<file path="config.mk">
export PLATFORM = sky130hd
export DESIGN_NAME = aesctr_ram
export DESIGN_NICKNAME = d
export VERILOG_FILES = /design/src/rtl/aesctr_ram.sv
export SDC_FILE = /design/constraint.sdc
export NUM_CORES = 1
export LEC_CHECK = 0
export BUFFER_PORTS_ARGS = -buffer_cell sky130_fd_sc_hd__buf_2
export CAP_MARGIN = 20
export CORE_AREA = 2 2 478 480
export CTS_CLUSTER_DIAMETER = 100
export CTS_CLUSTER_SIZE = 12
export DETAILED_ROUTE_END_ITERATION = 12
export DIE_AREA = 0 0 480 482
export PLACE_DENSITY_LB_ADDON = 0.08
export RECOVER_POWER = 50
export SLEW_MARGIN = 10
export SYNTH_ARGS = -nofsm -noshare
export SYNTH_HDL_FRONTEND = slang
export SYNTH_SLANG_ARGS = --single-unit
</file>
<file path="constraint.sdc">
create_clock -name i_clk -period 10.2 [get_ports i_clk]
set_clock_uncertainty 0.2 [all_clocks]
set_input_delay 1.53 -clock i_clk [delete_from_list [all_inputs] [get_ports i_clk]]
set_output_delay 1.53 -clock i_clk [all_outputs]
set_load 0.02 [all_outputs]
</file>
<file path="src/rtl/aesctr_ram.sv">
// Generic single-port synchronous RAM with registered read.
module aesctr_ram #(
    parameter int WIDTH = 64,
    parameter int DEPTH = 32
) (
    input  logic                     i_clk,
    input  logic                     i_we,
    input  logic [$clog2(DEPTH)-1:0] i_addr,
    input  logic [WIDTH-1:0]         i_wdata,
    output logic [WIDTH-1:0]         o_rdata
);
    logic [WIDTH-1:0] r_mem [DEPTH];
    logic [WIDTH-1:0] r_rdata;

    always_ff @(posedge i_clk) begin
        if (i_we) begin
            r_mem[i_addr] <= i_wdata;
        end
        r_rdata <= r_mem[i_addr];
    end

    assign o_rdata = r_rdata;
endmodule

</file>
After elaboration in Yosys (flattened, before gate mapping)
Memories as Yosys holds them, arrays and structs flattened. A register that Yosys moved wholly into a read port is not among the register bits.
Index checks and enable logic that the tools add are counted.
W data, S select, Z words.
{"block": "word_totals", "memories": 1, "register_bits": 0, "input_bits": 71, "elab_cells": 3, "ramBits": 2048, "out_inout_bits": 64}
{"block": "classes", "mux": 2}
{"memory": "r_mem", "depth": 32, "width": 64, "read_ports": 1, "rd_ports_with_merged_regs": 1, "wr": 1, "line_no": "12", "text": "logic [WIDTH-1:0] r_mem [DEPTH];"}
{"operator": "$mux W1", "count": 2}

Depth between registers and ports, before layout
Gate-level depths: netlist of run 1.
{"block": "depth", "ltp_word": 2, "mapped_depth": 8, "depth_no_buf": 4}

Worst setup path before layout of run 1
OpenSTA, ideal clock, no wires.
{"block": "synth_path", "path_type": "input -> register", "startpoint": "input port i_addr[1]", "endpoint": "memory r_mem[27][0] (enable)", "setup_ns": 0.565, "path_stages": 6, "arrival_ns": 6.903, "slack_ns": 2.532, "path_cell_list": "clkbuf_1 buf_2 buf_2 buf_2 nand3_1 nor3_1"}
{"element": "from (decl)", "line_no": "8", "text": "input logic [$clog2(DEPTH)-1:0] i_addr,"}
{"element": "to (decl)", "line_no": "12"}
Straight into the memory's write port.

Final worst setup path of run 1
{"block": "layout_path", "startpoint": "input port i_addr[0]", "endpoint": "memory r_mem[4][22] (enable)"}
Straight into the memory's write port.

==> results of run 1 <==
[layer usage]
| metal | track usage (%) | up-vias | routed length [um] | share of wire, % |
|---|---|---|---|---|
| met5 | 0 | - | 33 | 0.014 |
| met1 | 28.5 | 21500 | 109000 | 46 |
| met4 | 4.85 | 6 | 5240 | 2.2 |
| li1 | - | 17300 | - | - |
| met3 | 2.72 | 301 | 9110 | 3.8 |
| met2 | 33.7 | 847 | 116000 | 48 |
[final timing paths]
path	slack, ns	cells past startpoint	startpoint	endpoint
max reg2reg	8.17	4	r_mem[16][18]	o_rdata[18]
min reg2reg	0.44	4	r_mem[23][15]	o_rdata[15]
min	0.44	4	r_mem[23][15]	o_rdata[15]
max	4.19	5	i_addr[0]	r_mem[4][22]
[state kept, by name, summed over array words and instances, names as in the netlist]
register / flops
o_rdata: 64
r_mem: 2048
[synthesized netlist by cell type, drive strengths merged (2+ instances only)]
master / number
nand4b: 4
edfxtp: 2048
nor4: 128
buf: 204
or3b: 3
nand2: 66
clkbuf: 31
mux2i: 1024
nand3b: 4
dfxtp: 64
o22ai: 512
nand3: 2
nand4bb: 6
nor3: 4
or4b: 4
nor2: 29
[worst max-delay path, delay by kind of cell]
kind / cells / cell delay [ns]
AND/OR/NAND/NOR: 2 / 2.72
buffers and inverters: 3 / 1.93
[cell families after synthesis]
family / share of synthesized area [%]
compound gates: 4.06
simple gates: 1.78
buf+inv: 1.55
mux: 13.0
flops: 79.6
[final cells by class]
type / instances / area [um^2]
Fill cell: 20600 / 137000
Sequential cell: 2112 / 62800
Multi-Input combinational cell: 1789 / 15200
Clock buffer: 331 / 5420
Tap cell: 3009 / 3760
Timing Repair Buffer: 255 / 1690
Clock inverter: 15 / 274
Antenna cell: 13 / 32.5
[per-stage QoR]
| stage | util, % | power (mW) |
|---|---|---|
| after floorplan | - | 10.3 |
| after global placement | 36.9 | 10.7 |
| after detailed placement | 36.9 | 10.7 |
| after CTS | 39.4 | 17.6 |
| after global routing | 39.4 | 17.9 |
| final | 39.4 | 17.3 |
[power groups by stage]
| stage | clock (mW) | sequential, mW | combinational (mW) |
|---|---|---|---|
| final | 6.84 | 9.70 | 0.803 |
| after CTS | 7.03 | 9.70 | 0.824 |
| after global placement | 0 | 9.89 | 0.819 |
| after detailed placement | 0 | 9.89 | 0.823 |
| after floorplan | 0 | 9.92 | 0.391 |
| after global routing | 7.33 | 9.71 | 0.862 |
==> summary.txt, run 1 <==
Global routing
  • Overall Global Routing Usage: approximately 20%
  • GRT overflow: 0
  • First-pass GRT wire length: 329 mm
  • Pin count of the biggest net entering global routing: ~120
  • Number of global-route vias before repair: 39900
  • Initial antenna violation count: 19

Cells and area
  • Area Growth Syn to Fin: 13.0%
  • Final instance area: 89100 um^2
  • Share of cells above drive strength 1: 9.53%
  • Finished Layout Cells: ~7500
  • Most frequent cells in the layout: edfxtp_1 (2048), mux2i_1 (1024), o22ai_1 (512)
  • Final Net Count: 4423
  • Commonest non-fill, non-tap cell in the layout: edfxtp_1

Timing
  • Final hold violations: 0
  • Crit share post-route: 58.9%
  • Fmax: 166 MHz
  • Rel. slew slack: -67.9%
  • Unrepaired setup endpoints after global routing: no
  • Sum of negative setup slack: 0 ns
  • Setup ws final: between 4 and 5 ns
  • Fin Hold WS: 0.440 ns
  • Measured slew at the worst slew-check pin: 2.51 ns
  • Clock period minus worst slack: 6.01 ns
  • Final Max Slew Viols: 112
  • Final setup fails: 0

CTS
  • Clock sink count: 2112
  • CTS H-tree depth: 4
  • Clk pin slew, worst setup/hold paths: roughly 0.06 ns
  • CTS max path bufs: 3
  • Post-CTS setup buffer count: 0
  • Total CTS buffers: between 150 and 200
  • CTS Hold Buffers Added: 0
  • PostCTS Resize Cnt: 0
  • CTS tree: yes
  • CTS root buf: clkbuf_16
  • Skew-Pair Late Insertion Delay: 0.85 ns

Placed design
  • Dpl ws: 4.34 ns
  • Placement Cell Area: about 83000 um^2
  • Port Buffers: 134
  • Dpl hpwl: ~120 mm
  • Routability Congestion: 0.705
  • Placed cell count: around 7200

Critical path
  • CP required: 10.46 ns
  • CP Launch Type: input pin
  • Crit path cell chain: clkbuf_1, or3b_1, nor2_1, buf_4, buf_4
  • CP endpoint kind: flop
  • CP max-delay cell: nor2_1
  • Arrival @ worst endpoint: 6.27 ns
  • Crit Path Max Fanout: 29
  • Setup CP Type: input pin to flop
  • Critical Path Most Common Cell: buf_4
  • Slowest cell delay on critical path: 1.93 ns

Pwr
  • Leak Pwr: 30.1 nW
  • Pint: 13.5 mW
  • Comb power frac: 4.6%
  • Worst vdd ir: 182 uV
  • Sequential power share: 55.9%
  • Clock power frac: between 30% and 40%
  • Sw power: about 3.8 mW
  • PwrDens: roughly 200 nW/um^2
  • Sw frac: between 20% and 30%

Yosys
  • Post-synth ARST share: 0%
  • Sequential share of the synthesized area: 79.6%
  • Area contributors post-synth: edfxtp_1 (78%), mux2i_1 (13%), o22ai_1 (4.1%)
  • Mapped Area: ~80000 um^2
  • Post-synth EDFFs: 2048
  • Warnings, synthesis: 0
  • Flops & latches, synth: 2112
  • Area leader, netlist: edfxtp_1
  • Synthesized Nets: 4207
  • Synthesized instance count: between 4000 and 5000
  • Netlist cell types: 22
  • Post-synth top flop: edfxtp_1
  • Post-synthesis area per instance: between 15 and 20 um^2
  • Post-synth top area share: 78.0%

Drt
  • Initial drt markers: 3247
  • WL final: 240 mm
  • Drt wl/cell: 31.9 um
  • Post-route ant nets: 0
  • DRC viols: 0
  • Pre-antenna DRT Iters: 5
  • Vias/cell: 5.32
  • Via count: 40000

Status
  • Status: finished with violations
  • Violated checks: max-capacitance violations, max-slew violations

Die
  • CORE AREA: approximately 230000 um^2
  • Io pins: 135
  • Initial Utilization: a little over a third
  • Die X: 480 um
  • Std cell rows: 175
  • Die Ht: 482 um
  • Die area: 231000 um^2

Hold path
  • Hold WC Path Type: flop to flop

Flow run
  • Max_cap viols: 5
(Power assumes the default switching activity.)
==> inputs of run 2 (changes only) <==
- clock period: 10.2 -> 5 ns (I/O delays scaled with it)
==> run 2 against run 1 <==
The flow still finishes with violations (max-capacitance violations, max-slew violations); sequential share of layout area shrank 0.43 points; first-iteration DRC count shrank 4.3%; critical endpoint is now r_mem[26][22]; global-route usage shrank 0.96 points; worst setup slack lost 2.8 ns; final cell count grew 0.24%; die area is the same; combinational power grew 110%; hold slack lost 0.021 ns.
==> summary.txt, run 2 (synthesized netlist as in run 1, its figures left out) <==
Global routing
  • Initial antenna violation count: 9 (was 19)
  • Pin count of the biggest net entering global routing: 105 (was 117)
  • Number of global-route vias before repair: 39700 (was 39900)
  • First-pass GRT wire length: 317 mm (was 329 mm)
  • Overall Global Routing Usage: 19.4% (was 20.4%)
  • GRT overflow: 0 (unchanged)

Pwr
  • Pint: 27.6 mW (was 13.5 mW)
  • PwrDens: 394 nW/um^2 (was 195 nW/um^2)
  • Worst vdd ir: 344 uV (was 182 uV)
  • Leak Pwr: 30.3 nW (was 30.1 nW)
  • Sw power: 7.75 mW (was 3.81 mW)
  • Clock power frac: 39.3% (was 39.4%)
  • Sequential power share: 56.0% (was 55.9%)
  • Sw frac: 21.9% (was 22.0%)
  • Comb power frac: 4.7% (was 4.6%)

Die
  • Initial Utilization: 34.8% (unchanged)
  • Die area: 231000 um^2 (unchanged)
  • Std cell rows: 175 (unchanged)
  • Io pins: 135 (unchanged)
  • CORE AREA: 226000 um^2 (unchanged)
  • Die Ht: 482 um (unchanged)
  • Die X: 480 um (unchanged)

Cells and area
  • Max reg flops: 2048 (unchanged)
  • Layout Utilization: 39.6% (was 39.4%)
  • Most frequent cells in the layout: edfxtp_1 (2048), mux2i_1 (1024), o22ai_1 (512) (unchanged)
  • Biggest register: r_mem (unchanged)
  • Commonest non-fill, non-tap cell in the layout: edfxtp_1 (unchanged)
  • Area Growth Syn to Fin: 13.7% (was 13.0%)
  • Final Net Count: 4450 (was 4423)
  • Sequential cell area: 62800 um^2 (unchanged)
  • Share of cells above drive strength 1: 10.3% (was 9.53%)
  • Final instance area: 89700 um^2 (was 89100 um^2)
  • Fill count: 20600 (about the same)
  • Multi-input combinational cell area: 15200 um^2 (about the same)

CTS
  • Clk pin slew, worst setup/hold paths: 0.06 ns (about the same)
  • PostCTS Resize Cnt: 0 (unchanged)
  • Post-CTS setup buffer count: 0 (unchanged)
  • Clock sink count: 2112 (unchanged)
  • CTS H-tree depth: 4 (unchanged)
  • CTS max path bufs: 3 (unchanged)
  • Total CTS buffers: 194 (unchanged)
  • Skew-Pair Late Insertion Delay: 0.86 ns (was 0.85 ns)
  • CTS tree: yes (unchanged)
  • CTS root buf: clkbuf_16 (unchanged)
  • CTS Hold Buffers Added: 0 (unchanged)

Placed design
  • Routability Congestion: 0.711 (was 0.705)
  • Port Buffers: 134 (unchanged)
  • Dpl hpwl: 121 mm (was 116 mm)
  • Placement Cell Area: 84100 um^2 (was 83500 um^2)

Critical path
  • Slowest cell delay on critical path: 1.53 ns (was 1.93 ns)
  • Arrival @ worst endpoint: 3.86 ns (was 6.27 ns)
  • CP max-delay cell: clkbuf_2 (was nor2_1)
  • Crit path cell chain: buf_12, nand3b_1, clkbuf_1, nor3_1, clkbuf_2 (was clkbuf_1, or3b_1, nor2_1, buf_4, buf_4)
  • CP Launch Type: input pin (unchanged)
  • Crit Path Max Fanout: 88 (was 29)
  • Setup CP Type: input pin to flop (unchanged)
  • CP endpoint kind: flop (unchanged)
  • CP required: 5.22 ns (was 10.46 ns)

Timing
  • Crit share post-route: 72.9%
  • Clock period minus worst slack: 3.65 ns
  • Final Max Slew Viols: 145 (was 112)
  • Fin Hold WS: 0.419 ns (was 0.440 ns)
  • Final hold violations: 0 (unchanged)
  • Measured slew at the worst slew-check pin: 2.08 ns (was 2.51 ns)
  • Unrepaired setup endpoints after global routing: no (unchanged)
  • Final setup fails: 0 (unchanged)
  • Rel. slew slack: -38.7% (was -67.9%)
  • Fmax: 274 MHz

Drt
  • Via count: 39600 (was 40000)
  • Initial drt markers: 3109 (was 3247)
  • Vias/cell: 5.25 (was 5.32)
  • DRC viols: 0 (unchanged)
  • Drt wl/cell: 30.2 um (was 31.9 um)
  • Pre-antenna DRT Iters: 5 (unchanged)
  • WL final: 228 mm (was 240 mm)
  • Post-route ant nets: 0 (unchanged)

Flow run
  • Max_cap viols: 4 (was 5)

Hold path
  • Hold WC Path Type: input pin to flop (was flop to flop)

Status
  • Violated checks: max-capacitance violations, max-slew violations (unchanged)
  • Status: finished with violations (unchanged)
[run 2: cell count changes in the layout (fill, tap and decap cells not counted), sizes merged]
cell,previous run,this run
buf,177,211
clkbuf,409,406
clkinv,6,7
diode,13,1
inv,8,6
[run 2: cell type report]
cell class                 instances  share of cell area (%)
timing repair buffer             282                    2.49
clock inverter                    14                   0.306
sequential                      2112                    70.0
multi-input combinational       1789                    17.0
antenna                            1                 0.00279
clock buffer                     335                    6.05
tap                             3009                    4.20
[run 2: power groups by stage]
stage	logic, mW	clock network [mW]	registers (mW)
floorplan	0.799	0	20.2
global placement	1.68	0	20.2
detailed placement	1.69	0	20.2
CTS	1.69	14.3	19.8
global route	1.77	15.0	19.8
finish	1.65	13.9	19.8
[run 2: critical path: cells and delay by family]
kind          cells  cell delay [ns]
simple gates      2             0.44
buf+inv           3             2.30
[run 2: per-layer routing]
metal | GRT usage [%] | part of all wire, %
met1 | 27.2 | 46
met2 | 32.1 | 48
met3 | 2.58 | 3.4
met4 | 4.63 | 2.0
met5 | 0 | 0.011
[run 2: path summary, 6_finish.rpt]
kind	slack (ns)	endpoint	startpoint	cells after the start
max	1.35	r_mem[26][22]	i_addr[1]	5
min reg2reg	0.44	o_rdata[35]	r_mem[9][35]	4
min	0.42	o_rdata[46]	i_addr[1]	5
max reg2reg	2.97	o_rdata[5]	r_mem[14][5]	4
[run 2: per-stage QoR]
| stage | TNS (ns) | setup slack, ns | total power, mW | instances |
|---|---|---|---|---|
| final | 0 | 1.35 | 35.4 | 7542 |
| after global placement | 0 | 0.948 | 21.9 | 7191 |
| after global routing | 0 | 1.33 | 36.6 | 7542 |
| after detailed placement | 0 | 1.06 | 21.9 | 7192 |
| after CTS | 0 | 1.97 | 35.9 | 7541 |
| after floorplan | -199.65 | -0.169 | 21.0 | 4136 |
